### config.mk
export PLATFORM = sky130hd
export DESIGN_NAME = pct_scan
export DESIGN_NICKNAME = d
export VERILOG_FILES = /design/src/hw/rtl/pct_pkg.sv /design/src/hw/rtl/pct_scan.sv
export SDC_FILE = /design/constraint.sdc
export NUM_CORES = 1
export LEC_CHECK = 0
export CAP_MARGIN = 20
export CORE_AREA = 2 2 158 160
export DETAILED_ROUTE_END_ITERATION = 8
export DIE_AREA = 0 0 160 162
export DONT_BUFFER_PORTS = 1
export PLACE_DENSITY_LB_ADDON = 0.12
export SLEW_MARGIN = 20
export SYNTH_ARGS = -nofsm -noshare
export SYNTH_HDL_FRONTEND = slang
export SYNTH_SLANG_ARGS = --single-unit
### constraint.sdc
create_clock -name clk -period 5.95 [get_ports clk]
set_input_delay 0.2975 -clock clk [delete_from_list [all_inputs] [get_ports clk]]
set_output_delay 0.2975 -clock clk [all_outputs]
set_load 0.05 [all_outputs]
### src/hw/rtl/pct_pkg.sv
package pct_pkg;

	// Request kinds carried on the mode field.
	typedef enum logic [1:0] {
		MODE_INSERT   = 2'd0,
		MODE_DELETE   = 2'd1,
		MODE_CHECK    = 2'd2,
		MODE_RESERVED = 2'd3
	} mode_t;

	// Result codes carried on the status field.
	typedef enum logic [2:0] {
		ST_INSERTED = 3'd0,
		ST_PRESENT  = 3'd1,
		ST_FULL     = 3'd2,
		ST_REMOVED  = 3'd3,
		ST_NOTFOUND = 3'd4,
		ST_MATCH    = 3'd5,
		ST_MISMATCH = 3'd6
	} status_t;

	localparam int unsigned KEY_W    = 64;
	localparam int unsigned COOKIE_W = 64;

	// One table slot as held in the memory.
	typedef struct packed {
		logic                occupied;
		logic [KEY_W-1:0]    key;
		logic [COOKIE_W-1:0] cookie;
	} entry_t;

	// Finished result handed from the scan engine to the output register.
	typedef struct packed {
		logic    valid;
		status_t status;
	} result_t;

endpackage

### src/hw/rtl/pct_scan.sv
// Scan engine: clears the memory after reset, then serves one request at a
// time by reading every slot, noting the lowest hit and the lowest free slot,
// and writing back at most one slot when the result is handed over.
module pct_scan #(
	parameter int unsigned ENTRIES = 64,
	parameter int unsigned AW      = 6
) (
	input  logic                         clk,
	input  logic                         arst_n,
	input  logic                         in_valid,
	input  logic [1:0]                   mode,
	input  logic [pct_pkg::KEY_W-1:0]    key,
	input  logic [pct_pkg::COOKIE_W-1:0] cookie_value,
	output logic                         idle,
	input  logic                         slot_free,
	output pct_pkg::result_t             result,
	output logic                         mem_we,
	output logic                         mem_re,
	output logic [AW-1:0]                mem_addr,
	output pct_pkg::entry_t              mem_wdata,
	input  pct_pkg::entry_t              mem_rdata
);

	localparam logic [AW-1:0] LAST = AW'(ENTRIES - 1);

	typedef enum logic [1:0] {
		S_CLEAR,
		S_IDLE,
		S_SCAN,
		S_FINISH
	} state_t;

	state_t                        state_q;
	logic [AW-1:0]                 addr_q;
	logic                          issue_q;
	logic                          rvalid_s1;
	logic [AW-1:0]                 ridx_s1;
	logic                          hit_q;
	logic                          free_q;
	logic                          cmatch_q;
	logic [AW-1:0]                 hit_idx_q;
	logic [AW-1:0]                 free_idx_q;
	pct_pkg::mode_t                mode_q;
	logic [pct_pkg::KEY_W-1:0]     key_q;
	logic [pct_pkg::COOKIE_W-1:0]  cookie_q;

	logic                          accept;
	logic                          row_hit;
	logic                          row_free;
	logic                          do_write;
	logic [AW-1:0]                 wr_idx;
	pct_pkg::entry_t               wr_entry;
	pct_pkg::status_t              status_d;

	assign idle     = (state_q == S_IDLE);
	assign accept   = idle && in_valid;
	assign row_hit  = rvalid_s1 && mem_rdata.occupied && (mem_rdata.key == key_q);
	assign row_free = rvalid_s1 && !mem_rdata.occupied;

	// Outcome of the request once every slot has been seen.
	always_comb begin
		status_d = pct_pkg::ST_NOTFOUND;
		do_write = 1'b0;
		wr_idx   = hit_idx_q;
		wr_entry = '0;
		case (mode_q)
			pct_pkg::MODE_INSERT: begin
				if (hit_q) begin
					status_d = pct_pkg::ST_PRESENT;
				end else if (!free_q) begin
					status_d = pct_pkg::ST_FULL;
				end else begin
					status_d          = pct_pkg::ST_INSERTED;
					do_write          = 1'b1;
					wr_idx            = free_idx_q;
					wr_entry.occupied = 1'b1;
					wr_entry.key      = key_q;
					wr_entry.cookie   = cookie_q;
				end
			end
			pct_pkg::MODE_DELETE: begin
				if (hit_q) begin
					status_d = pct_pkg::ST_REMOVED;
					do_write = 1'b1;
				end
			end
			pct_pkg::MODE_CHECK: begin
				if (hit_q) begin
					status_d = cmatch_q ? pct_pkg::ST_MATCH : pct_pkg::ST_MISMATCH;
				end
			end
			default: begin
				status_d = pct_pkg::ST_NOTFOUND;
			end
		endcase
	end

	always_comb begin
		mem_we    = 1'b0;
		mem_re    = 1'b0;
		mem_addr  = addr_q;
		mem_wdata = '0;
		case (state_q)
			S_CLEAR: begin
				mem_we = 1'b1;
			end
			S_SCAN: begin
				mem_re = issue_q;
			end
			S_FINISH: begin
				mem_we    = do_write && slot_free;
				mem_addr  = wr_idx;
				mem_wdata = wr_entry;
			end
			default: begin
				mem_we = 1'b0;
			end
		endcase
	end

	always_ff @(posedge clk or negedge arst_n) begin
		if (!arst_n) begin
			state_q       <= S_CLEAR;
			addr_q        <= '0;
			issue_q       <= 1'b0;
			rvalid_s1     <= 1'b0;
			hit_q         <= 1'b0;
			free_q        <= 1'b0;
			result.valid  <= 1'b0;
			result.status <= pct_pkg::ST_NOTFOUND;
		end else begin
			result.valid <= 1'b0;
			rvalid_s1    <= (state_q == S_SCAN) && issue_q;
			case (state_q)
				S_CLEAR: begin
					if (addr_q == LAST) begin
						state_q <= S_IDLE;
					end else begin
						addr_q <= addr_q + AW'(1);
					end
				end
				S_IDLE: begin
					if (accept) begin
						state_q <= S_SCAN;
						addr_q  <= '0;
						issue_q <= 1'b1;
						hit_q   <= 1'b0;
						free_q  <= 1'b0;
					end
				end
				S_SCAN: begin
					if (issue_q) begin
						if (addr_q == LAST) begin
							issue_q <= 1'b0;
						end else begin
							addr_q <= addr_q + AW'(1);
						end
					end
					if (row_hit) begin
						hit_q <= 1'b1;
					end
					if (row_free) begin
						free_q <= 1'b1;
					end
					if (rvalid_s1 && (ridx_s1 == LAST)) begin
						state_q <= S_FINISH;
					end
				end
				S_FINISH: begin
					if (slot_free) begin
						state_q       <= S_IDLE;
						result.valid  <= 1'b1;
						result.status <= status_d;
					end
				end
				default: begin
					state_q <= S_IDLE;
				end
			endcase
		end
	end

	// Request payload and scan bookkeeping; only read under the flags above.
	always_ff @(posedge clk) begin
		ridx_s1 <= addr_q;
		if (accept) begin
			mode_q   <= pct_pkg::mode_t'(mode);
			key_q    <= key;
			cookie_q <= cookie_value;
		end
		if (state_q == S_SCAN) begin
			if (row_hit && !hit_q) begin
				hit_idx_q <= ridx_s1;
				cmatch_q  <= (mem_rdata.cookie == cookie_q);
			end
			if (row_free && !free_q) begin
				free_idx_q <= ridx_s1;
			end
		end
	end

endmodule

[Word level (Yosys, flattened, before mapping)]
Cells that the tools add are included.
Storage, ports and cells
  output and inout bits: 142
  bits in registers: 165
  input port bits: 263
Operators by class
  equality and inequality tests: 16
  multiplexer cells: 40
  add/sub/neg operators: 1
  reduce and logical (&&, ||, !) cells: 24
Operators with widths (number)
  129-bit two-way mux: 4
  64-bit equality test: 2
  6-bit two-way mux: 7
  6-bit case mux with 3 select lines: 1
  2-bit two-way mux: 8
  6-bit equality test, second input constant: 2
  1-bit two-way mux: 10
  2-bit != test, second input constant: 5
  1-bit case mux with 2 select lines: 5
  1-bit logical AND: 9
  3-bit case mux with 3 select lines: 1
  3-bit AND reduction: 3
  4-bit two-way mux: 2
  2-bit case mux with 4 select lines: 1
  2-bit AND reduction: 4
  6-bit by 1-bit adder with 6-bit output, second input constant: 1
  2-bit equality test, second input constant: 3
  2-bit by 1-bit equality test with 1-bit output, second input constant: 2
  2-bit zero test: 2
  2-bit by 1-bit != test with 1-bit output, second input constant: 2
  4-bit AND reduction: 1
  1-bit zero test: 3
  3-bit two-way mux: 1
  3-bit nonzero test: 1
  2-bit nonzero test: 1

[Depth between registers and ports, before layout]
Gate-level depths: netlist of the first run.
  word-level depth: 5
  depth in mapped cells: 8
  depth with buffers taken out: 8

[Worst setup path after synthesis of the first run]
No wires, ideal clock.
  path kind: reg-to-reg
  from: reg state_q[1]
  to: reg cookie_q[0] (netlist bit) (enable)
  data arrival time: 4.304 ns
  data required time: 5.446 ns
  path slack: 1.142 ns
  period minus slack after synthesis: 4.808 ns
  cell stages (with the launch flop): 5
  buffers on the path: 1
  setup time: 0.504 ns
  cell sequence: dfrtp_1 inv_1 ha_1 clkbuf_1 and2_1
On the way
  cells in the longest elaborated chain, start to end: 2
Ends and longest elaborated chain
  start: declaration: RTL line pct_scan.sv:33  | state_t state_q;
  start signal: assignment: RTL line pct_scan.sv:123  | state_q <= S_CLEAR;
  start signal: assignment: RTL line pct_scan.sv:137  | state_q <= S_IDLE;
  start signal: assignment: RTL line pct_scan.sv:144  | state_q <= S_SCAN;
  2-bit by 1-bit equality test with 1-bit output: RTL line pct_scan.sv:55  | assign idle = (state_q == S_IDLE);
  net idle: RTL line pct_scan.sv:14  | output logic idle,
  1-bit logical AND: RTL line pct_scan.sv:56  | assign accept = idle && in_valid;
  net accept: RTL line pct_scan.sv:47  | logic accept;
  end signal: assignment: RTL line pct_scan.sv:189  | cookie_q <= cookie_value;
  end: declaration: RTL line pct_scan.sv:45  | logic [pct_pkg::COOKIE_W-1:0] cookie_q;
The timed path passes the listed nets, and every way through them passes these cells.
A chain may end at the register's enable or synchronous reset.

[Worst setup path in the final report of the first run]
  from: reg state_q[0]
  to: out mem_addr[2]
On the way
  cells in the longest elaborated chain, start to end: 2
Ends and longest elaborated chain
  2-bit equality test: RTL line pct_scan.sv:103  | case (state_q)
  6-bit two-way mux: RTL line pct_scan.sv:103
  end: declaration: RTL line pct_scan.sv:19  | output logic [AW-1:0] mem_addr,
No other way between the ends.

==> impl_results.md, run 1 <==
- Status: finished, final reports clean
- Hold path depth: 3
- First-pass detailed-route iteration total: 6
- Core ar.: 0.0241 mm^2
- Worst-path maximum fanout: 100
- Vias in the first global route: 5882
- Final period util: 57.5%
- Sink Count: 165
- Initial antenna violation count: 1
- RR Startpoint: state_q[1]$_DFFE_PN0P_
- Top_reg_cell synth: edfxtp_1
- Most frequent cells in the layout: edfxtp_1, and3_1, dlygate4sd3_1
- Bufs and invs on worst path: 1
- Final core occ: 41.8%
- Hold Path Class: input port to register
- GR Overflow Total: 0
- GRT Total Usage: 18.8%
- Critical path origin: state_q[0]$_DFFE_PN0P_
- Crit-path leading delay family: compound AO/OA/AOI/OAI gates
- Setup bufs post-CTS: 0
- Mean Syn Cell Area: 12.7 um^2
- GP Congestion: 0.913
- DRC viols: 0
- Crit path DAT: 3.13 ns
- Power Density: 384 mW/mm^2
- Worst-case reg-to-reg path depth: 4
- CTS resizes: 0
- Clock Skews: 0.00880 ns
- Fin. Hold Viols: 0
- Unique masters post-synth: 40
- Die ar.: 0.0259 mm^2
- Area Overhead vs Synth: 28.2%
- Hpwl dp: 19100 um
- Post-synth top area cell: edfxtp_1
- Root buf cell: clkbuf_16
- First-pass GRT wire length: 36500 um
- RR Endpoint: key_q[16]$_DFFE_PP_
- Maximum vdd ir drop: 191 uV
- Clock transition at path regs: 0.07 ns
- Final TNS setup: 0 ns
- Synth top area cells: edfxtp_1, xor2_1, and3_1
- Largest net degree at the start of global routing: 101
- Crit path largest cell delay: 0.85 ns
- Seq/Total Area, Yosys: 61.3%
- Synth top area share: 54.7%
- Wire per inst: 23.4 um
- Clock Latency Late Sink: 0.42 ns
- Critical Path RT: 5.65 ns
- Post-Synth Adder-Cell Area: 0.956%
- Largest family of logic cells by synthesized area: simple AND/OR/NAND/NOR gates
- Setup Crit Path Kind: register to primary output
- Setup WS pre-CTS: 2.93 ns
- Slew @ Worst Pin: 1.08 ns
- Setup crit end kind: primary output
- Xor/xnor share of the synthesized area: 13.0%
- Post-Place Cells: 914
- Post-CTS Hold Buffers: 131
- Synth Area in Compound Gates: 3.71%
- Filler cells: 2309
- CTS tree: built
- FF+latch count, synth: 165
- RSZ-0062 raised after global routing: no
- Crit path cell chain: ha_4, buf_4, nor2_1, a21oi_1
- Synth async-reset ratio: 9.70%
- Syn nets: 888
- Instance count of the mapped netlist: 619
- Reg2reg setup slack: 2.95 ns
- H-Tree Depth: 4
- Final ANT Viol Nets: 0
- Hold Crit Endpoint: free_q$_DFFE_PN0P_
- Slew margin rel.: 28.1%
- # IOs: 405
- Min-delay src: mem_rdata[128]
- Min Tclk post-route: 3.42 ns
- Clock Tree Buf Depth: 2
- Mapped Area: 0.00786 mm^2
- Commonest non-fill, non-tap cell in the layout: edfxtp_1
- Vias post-DR: 5474
- Count of buffers from port buffering: 0
- Die height: 162 um
- Die width: 160 um
- Synth Area in Simple Gates: 16.9%
- Layout cells sized above 1: 5.71%
- Ant diodes: 0
- Final instance count without filler cells: 1077
- Final net count: 1009
- Post-synth EDFFs: 143
- FMAX: 0.292 GHz
- Yosys warns: 0
- Worst path slowest cell: a21oi_1
- Worst Slack Setup Final: 2.53 ns
- Pleak: 4.05 nW
- Final setup violation count: 0
- Num rows: 57
- Initial Utilization: 32.6%
- Slew Limit Fails: 0
- Mux cell area share after synthesis: 1.16%
- Num CTS Buffers: 17
- Setup crit start kind: register
- Via density: 5.08
- Drt total wl: 25200 um
- Max_cap viols: 0
- Initial drt markers: 343
[power by group]
group | internal [mW] | switching, mW
logic | 0.290 | 0.711
registers | 1.54 | 0.210
clock network | 0.634 | 0.489
[cell type report]
| class | instances | area [um^2] | share of cell area (%) |
|---|---|---|---|
| well taps | 324 | 405 | 4.02 |
| flip-flops and latches | 165 | 4820 | 47.8 |
| repair buffers | 136 | 1360 | 13.5 |
| multi-input cells | 401 | 2830 | 28.1 |
| clock inverters | 14 | 165 | 1.64 |
| clock buffers | 18 | 429 | 4.26 |
| inverters | 19 | 71.3 | 0.708 |
[worst min-delay path, delay by kind of cell]
kind | cells | cell delay, ns
AND/OR/NAND/NOR | 2 | 0.10
AO/OA/AOI/OAI | 1 | 0.05
[synthesized netlist by cell type (2+ instances only)]
cell / instances
a21oi_1: 20
a22o_1: 3
a311oi_1: 2
and2_1: 3
and3_1: 131
buf_4: 2
buf_6: 2
clkbuf_1: 24
clkbuf_2: 5
dfrtp_1: 15
dfxtp_1: 6
edfxtp_1: 143
ha_1: 6
inv_1: 19
mux2i_1: 8
nand2_1: 18
nand2b_1: 2
nand3_1: 4
nand4_1: 13
nor2_1: 12
nor3_1: 3
nor3b_1: 3
nor4_1: 28
o21ai_0: 12
o221ai_1: 2
o22ai_1: 3
o2bb2ai_1: 2
xnor2_1: 19
xor2_1: 98
[kinds of logic (layout without fill, tap and decap cells)]
family                   Yosys count  count (layout)
AO/OA/AOI/OAI                     48              48
multiplexers                       9               9
adder cells (fa/ha/maj)            6               6
buffers and inverters             53             187
flip-flops                       165             165
AND/OR/NAND/NOR                  221             221
XOR/XNOR                         117             117
[layer usage]
metal  vias up  GRT usage, %  part of all wire, %
li1       2522             -                    -
met3        30          6.36                  8.3
met2       291          34.5                   53
met4         2          6.31                  2.2
met1      2629          20.2                   37
met5         -             0                0.052
[through the flow]
| stage | hold slack [ns] | instance area (um^2) | total power [mW] |
|---|---|---|---|
| global route | 0.0762 | 10100 | 4.06 |
| floorplan | 0.00191 | 7860 | 2.46 |
| global placement | 0.00239 | 8170 | 2.68 |
| detailed placement | 0.00238 | 8170 | 2.71 |
| finish | 0.0735 | 10100 | 3.87 |
| CTS | 0.0532 | 10100 | 3.92 |
[how the worst max path moves through the flow]
| stage | cells after the start | slack, ns | endpoint |
|---|---|---|---|
| 2_1_floorplan | 4 | 1.14 | cookie_q[0]$_DFFE_PP_ |
| 3_3_place_gp | 6 | 2.98 | hit_idx_q[4]$_DFFE_PP_ |
| 3_5_place_dp | 4 | 2.93 | key_q[30]$_DFFE_PP_ |
| 4_1_cts | 4 | 2.50 | mem_addr[2] |
| 5_1_grt | 4 | 2.31 | mem_addr[2] |
| 6_report | 4 | 2.53 | mem_addr[2] |
[state kept, by name, summed over array words and instances, names as in the netlist]
signal / cells
state_q: 2
free_q: 1
key_q: 64
mode_q: 2
addr_q: 6
free_idx_q: 6
rvalid_s1: 1
hit_idx_q: 6
result: 4
cookie_q: 64
cmatch_q: 1
ridx_s1: 6
hit_q: 1
issue_q: 1
Note: power is estimated with default switching activity, not from simulation.
==> run 2, diff against run 1 <==
==> constraint.sdc (replaced) <==
create_clock -name clk -period 3.3 [get_ports clk]
set_input_delay 0.165 -clock clk [delete_from_list [all_inputs] [get_ports clk]]
set_output_delay 0.165 -clock clk [all_outputs]
set_load 0.05 [all_outputs]
==> run 2 against run 1 <==
Effect of this change:
- clock skew increased by 0.0046 ns
- critical path depth decreased by 1
- non-clock buffer count increased by 15
- final cell count increased by 1.5%
- via count increased by 2.4%
- cell area increased by 1.0%
- worst hold slack got worse by 0.017 ns
- sequential power increased by 79%
- sequential cell count unchanged
- die area unchanged
- global-route usage increased by 0.67 points
- first-iteration DRC count decreased by 1.7%
- largest cell class unchanged
- largest power group unchanged
==> impl_results.md, run 2 (synthesis gave the netlist of run 1 again) <==
- Slew @ Worst Pin: 0.881 ns (was 1.08 ns)
- Cell-internal power: 4.45 mW (was 2.46 mW)
- Layout cells sized above 1: 7.16% (was 5.71%)
- Sink Count: 165 (unchanged)
- GP Congestion: 0.889 (was 0.913)
- Fin. Hold Viols: 0 (unchanged)
- Crit path largest cell delay: 0.70 ns (was 0.85 ns)
- Crit path DAT: 2.67 ns (was 3.13 ns)
- Initial drt markers: 337 (was 343)
- GR Overflow Total: 0 (unchanged)
- Crit-path leading delay family: adder cells (was compound AO/OA/AOI/OAI gates)
- # IOs: 405 (unchanged)
- Power Density: 693 mW/mm^2 (was 384 mW/mm^2)
- Count of buffers from port buffering: 0 (unchanged)
- Max_cap viols: 0 (unchanged)
- Die height: 162 um (unchanged)
- Wire per inst: 23.7 um (was 23.4 um)
- Min Tclk post-route: 2.83 ns
- Drt total wl: 25900 um (was 25200 um)
- Die width: 160 um (unchanged)
- CTS tree: built (unchanged)
- Clock Skews: 0.0134 ns (was 0.00880 ns)
- Core ar.: 0.0241 mm^2 (unchanged)
- Commonest non-fill, non-tap cell in the layout: edfxtp_1 (unchanged)
- Final ANT Viol Nets: 0 (unchanged)
- Setup bufs post-CTS: 0 (unchanged)
- Slew margin rel.: 40.8% (was 28.1%)
- Final TNS setup: 0 ns (unchanged)
- Setup crit start kind: register (unchanged)
- Initial antenna violation count: 0 (was 1)
- Hpwl dp: 19600 um (was 19100 um)
- Clock Latency Late Sink: 0.43 ns (was 0.42 ns)
- Psw: 2.61 mW (was 1.41 mW)
- Largest regs: cookie_q: 64 flops, key_q: 64 flops (unchanged)
- Final core occ: 42.2% (was 41.8%)
- Initial Utilization: 32.6% (unchanged)
- Setup Crit Path Kind: register to primary output (unchanged)
- Num CTS Buffers: 17 (unchanged)
- Via density: 5.13 (was 5.08)
- Most frequent cells in the layout: edfxtp_1, dlygate4sd3_1, and3_1 (was edfxtp_1, and3_1, dlygate4sd3_1)
- Comb pwr share: 27.5% (was 25.9%)
- Worst path slowest cell: ha_4 (was a21oi_1)
- Num rows: 57 (unchanged)
- Hold Path Class: input port to register (unchanged)
- Switching part of the total: 37.0% (was 36.4%)
- Vias post-DR: 5607 (was 5474)
- Maximum vdd ir drop: 298 uV (was 191 uV)
- GRT Total Usage: 19.4% (was 18.8%)
- Setup crit end kind: primary output (unchanged)
- Filler cells: 2312 (was 2309)
- Final period util: 85.9%
- Status: finished, final reports clean (unchanged)
- CTS resizes: 0 (unchanged)
- Largest net degree at the start of global routing: 82 (was 101)
- Root buf cell: clkbuf_16 (unchanged)
- Final net count: 1024 (was 1009)
- Slew Limit Fails: 0 (unchanged)
- Final setup violation count: 0 (unchanged)
- RSZ-0062 raised after global routing: no (unchanged)
- Clock Tree Buf Depth: 2 (unchanged)
- Critical Path RT: 3.13 ns (was 5.65 ns)
- Worst-path maximum fanout: 81 (was 100)
- H-Tree Depth: 4 (unchanged)
- Pleak: 4.11 nW (was 4.05 nW)
- Bufs and invs on worst path: 1 (unchanged)
- FMAX: 0.353 GHz
- Crit path cell chain: ha_4, buf_4, and3_1 (was ha_4, buf_4, nor2_1, a21oi_1)
- First-pass detailed-route iteration total: 4 (was 6)
- Reg2reg setup slack: 0.73 ns (was 2.95 ns)
- Sequential power share: 44.4% (was 45.1%)
- Die ar.: 0.0259 mm^2 (unchanged)
- Clock transition at path regs: 0.07 ns (about the same)
- Area Overhead vs Synth: 29.5% (was 28.2%)
- First-pass GRT wire length: 37700 um (was 36500 um)
- Clock share of power: 28.1% (was 29.0%)
- Vias in the first global route: 6181 (was 5882)
- DRC viols: 0 (unchanged)
## run 2: changes by cell type in the layout (fill, tap and decap cells not counted), sizes merged
cell,before,now
clkbuf,18,17
buf,5,16
clkinv,3,5
bufinv,2,1
dlygate4sd3,131,135
diode,0,1
## run 2: what timing repair did
| action | CTS | global route |
|---|---|---|
| hold buffers | 135 | 0 |
| endpoints found under the setup margin | 0 | 0 |
| endpoints found under the hold margin | 149 | 0 |
## run 2: final timing paths
check                                            start                     end  depth (start not counted)
worst max-delay path            state_q[0]$_DFFE_PN0P_           mem_wdata[83]                          3
worst min-delay path                          in_valid     issue_q$_DFFE_PN0P_                          2
worst max register to register     key_q[32]$_DFFE_PP_  hit_idx_q[1]$_DFFE_PP_                          6
worst min register to register      ridx_s1[0]$_DFF_P_  hit_idx_q[0]$_DFFE_PP_                          0
max in group asynchronous                       arst_n   addr_q[1]$_DFFE_PN0P_                          1
min in group asynchronous                       arst_n     issue_q$_DFFE_PN0P_                          1
## run 2: layout make-up
class | count | area (um^2) | share of cell area (%)
Sequential cell | 165 | 4820 | 47.3
Multi-Input combinational cell | 401 | 2830 | 27.8
Timing Repair Buffer | 151 | 1480 | 14.6
Clock buffer | 17 | 425 | 4.18
Tap cell | 324 | 405 | 3.98
Clock inverter | 15 | 145 | 1.43
Inverter | 19 | 71.3 | 0.701
Antenna cell | 1 | 2.50 | 0.0246
## run 2: metal layers
| metal | wire length (um) | share of wire (%) | GRT usage (%) |
|---|---|---|---|
| met5 | 0 | 0 | 0 |
| met4 | 461 | 1.8 | 5.36 |
| met1 | 9410 | 36 | 20.4 |
| met2 | 14000 | 54 | 36.8 |
| met3 | 2040 | 7.9 | 6.89 |
## run 2: power by group through the flow
stage	clock [mW]	sequential [mW]	combinational, mW
2_1_floorplan	0	3.06	1.35
3_3_place_gp	0	3.16	1.77
3_5_place_dp	0	3.18	1.81
4_1_cts	2.02	3.14	1.96
5_1_grt	2.11	3.18	2.12
6_report	1.98	3.13	1.94
## run 2: metrics by stage
step                power (mW)  hold WS [ns]  cells  area, um^2  setup WS, ns
floorplan                 4.41        -0.131    619        7860         0.593
global placement          4.93        -0.130    925        8250         0.704
detailed placement        4.99        -0.130    925        8250         0.708
CTS                       7.11        0.0366   1092       10200         0.456
global route              7.41        0.0492   1092       10200         0.317
finish                    7.06        0.0563   1093       10200         0.467
==> run 3, diff against run 2 <==
--- a/config.mk
+++ b/config.mk
@@ -6,9 +6,9 @@
 export NUM_CORES = 1
 export LEC_CHECK = 0
 export CAP_MARGIN = 20
-export CORE_AREA = 2 2 158 160
+export CORE_AREA = 2 2 156 158
 export DETAILED_ROUTE_END_ITERATION = 8
-export DIE_AREA = 0 0 160 162
+export DIE_AREA = 0 0 158 160
 export DONT_BUFFER_PORTS = 1
 export PLACE_DENSITY_LB_ADDON = 0.12
 export SLEW_MARGIN = 20
==> run 3 against run 2 <==
Effect of this change:
- worst hold slack improved by 0.018 ns
- clock-buffer cell count up 1
- utilization increased by 0.72 points
- sequential power hardly changed
- register-to-register slack lost 0.33 ns
- global-route usage grew 0.23 points
- final cell count down 0.37%
- cell area increased by 0.50%
- highest routed layer unchanged
==> impl_results.md, run 3 (synthesis gave the netlist of run 1 again) <==
- Crit path DAT: 2.94 ns (was 2.67 ns)
- FMAX: 0.345 GHz (was 0.353 GHz)
- Die ar.: 0.0253 mm^2 (was 0.0259 mm^2)
- DRC viols: 0 (unchanged)
- Fin. Hold Viols: 0 (unchanged)
- Area Overhead vs Synth: 30.2% (was 29.5%)
- Max_cap viols: 0 (unchanged)
- Final core occ: 42.9% (was 42.2%)
- Power Density: 701 mW/mm^2 (was 693 mW/mm^2)
- Via density: 5.14 (was 5.13)
- Final period util: 87.8% (was 85.9%)
- Hold path depth: 1 (was 2)
- Vias in the first global route: 5972 (was 6181)
- Num CTS Buffers: 17 (unchanged)
- Initial antenna violation count: 0 (unchanged)
- Hpwl dp: 19200 um (was 19600 um)
- Clock Skews: 0.0106 ns (was 0.0134 ns)
- Crit path largest cell delay: 0.68 ns (was 0.70 ns)
- GP Congestion: 0.833 (was 0.889)
- Setup crit start kind: register (unchanged)
- Cell area after layout: 0.0102 mm^2 (about the same)
- Layout cells sized above 1: 6.54% (was 7.16%)
- Count of buffers from port buffering: 0 (unchanged)
- GRT Total Usage: 19.7% (was 19.4%)
- Critical Path RT: 3.35 ns (was 3.13 ns)
- Setup crit end kind: register (was primary output)
- Slew Limit Fails: 0 (unchanged)
- Clock transition at path regs: 0.06 ns (was 0.07 ns)
- Vias post-DR: 5598 (was 5607)
- Initial Utilization: 33.0% (was 32.6%)
- Min Tclk post-route: 2.90 ns (was 2.83 ns)
- Setup Crit Path Kind: register to register (was register to primary output)
- Ant diodes: 0 (was 1)
- Hold_ws: 0.0747 ns (was 0.0563 ns)
- Wire per inst: 23.6 um (was 23.7 um)
- Clock Latency Late Sink: 0.42 ns (was 0.43 ns)
- Most frequent cells in the layout: edfxtp_1, dlygate4sd3_1, and3_1 (unchanged)
- Final net count: 1023 (was 1024)
- RSZ-0062 raised after global routing: no (unchanged)
- Core ar.: 0.0238 mm^2 (was 0.0241 mm^2)
- Commonest non-fill, non-tap cell in the layout: edfxtp_1 (unchanged)
- Setup bufs post-CTS: 0 (unchanged)
- First-pass detailed-route iteration total: 4 (unchanged)
- Largest net degree at the start of global routing: 95 (was 82)
- Final ANT Viol Nets: 0 (unchanged)
- Root buf cell: clkbuf_16 (unchanged)
- First-pass GRT wire length: 36400 um (was 37700 um)
- Die height: 160 um (was 162 um)
- Clock Tree Buf Depth: 2 (unchanged)
- Slew @ Worst Pin: 0.926 ns (was 0.881 ns)
- Worst-path maximum fanout: 7 (was 81)
- Die width: 158 um (was 160 um)
- Crit path cell chain: xor2_1, nor4_1, buf_4, nand4_1, nor3_1, nand4_1, nor2_1 (was ha_4, buf_4, and3_1)
- Final TNS setup: 0 ns (unchanged)
- CTS tree: built (unchanged)
- Worst path slowest cell: nor4_1 (was ha_4)
- Placement Cell Area: 0.00827 mm^2 (was 0.00825 mm^2)
- # IOs: 405 (unchanged)
- H-Tree Depth: 4 (unchanged)
- Final setup violation count: 0 (unchanged)
- Largest regs: cookie_q: 64 flops, key_q: 64 flops (unchanged)
- Worst-case reg-to-reg path depth: 7 (was 6)
- Sink Count: 165 (unchanged)
- Drt total wl: 25700 um (was 25900 um)
- Num rows: 57 (unchanged)
- Maximum vdd ir drop: 321 uV (was 298 uV)
- GR Overflow Total: 0 (unchanged)
- Status: finished, final reports clean (unchanged)
- Pleak: 4.12 nW (was 4.11 nW)
- Slew margin rel.: 37.8% (was 40.8%)
- Initial drt markers: 377 (was 337)
- Total Power: 7.17 mW (was 7.06 mW)
- Critical Path Most Common Cell: nand4_1
- Hold Path Class: input port to register (unchanged)
## run 3: per-stage QoR
step | setup slack, ns | std cells
floorplan | 0.593 | 619
global placement | 0.386 | 924
detailed placement | 0.295 | 924
CTS | 0.264 | 1089
global route | 0.170 | 1089
finish | 0.403 | 1089
## run 3: worst max-delay path, delay by kind of cell (launching register included)
family	cells	cell delay [ns]
flip-flops	1	0.40
XOR/XNOR	1	0.18
AND/OR/NAND/NOR	5	1.73
buffers and inverters	1	0.22
## run 3: where the power goes
group / switching (mW) / internal [mW]
clock: 0.821 / 1.26
sequential: 0.370 / 2.77
combinational: 1.32 / 0.625
## run 3: path summary, 6_finish.rpt
check | startpoint | endpoint | slack, ns
worst max-delay path | key_q[56]$_DFFE_PP_ | hit_idx_q[2]$_DFFE_PP_ | 0.40
worst min-delay path | mem_rdata[128] | free_idx_q[4]$_DFFE_PP_ | 0.07
worst max register to register | key_q[56]$_DFFE_PP_ | hit_idx_q[2]$_DFFE_PP_ | 0.40
worst min register to register | ridx_s1[5]$_DFF_P_ | hit_idx_q[5]$_DFFE_PP_ | 0.46
max in group asynchronous | arst_n | free_q$_DFFE_PN0P_ | 2.53
min in group asynchronous | arst_n | addr_q[5]$_DFFE_PN0P_ | 0.27
## run 3: metal layers
metal	wire length (um)	global-route usage, %	part of all wire (%)
met3	2180	6.43	8.5
met4	714	7.21	2.8
met5	0	0	0
met2	13500	35.9	53
met1	9310	20.9	36
## run 3: area by class of cell
class	count	area, um^2
clock buffer	18	429
multi-input combinational	401	2830
timing repair buffer	150	1500
clock inverter	12	178
fill	2286	13600
inverter	19	71.3
tap	324	405
sequential	165	4820
## run 3: repair_timing
item	CTS	global route
resized for setup	0	0
hold buffers	135	0
endpoints found under the setup margin	0	0
endpoints found under the hold margin	149	0
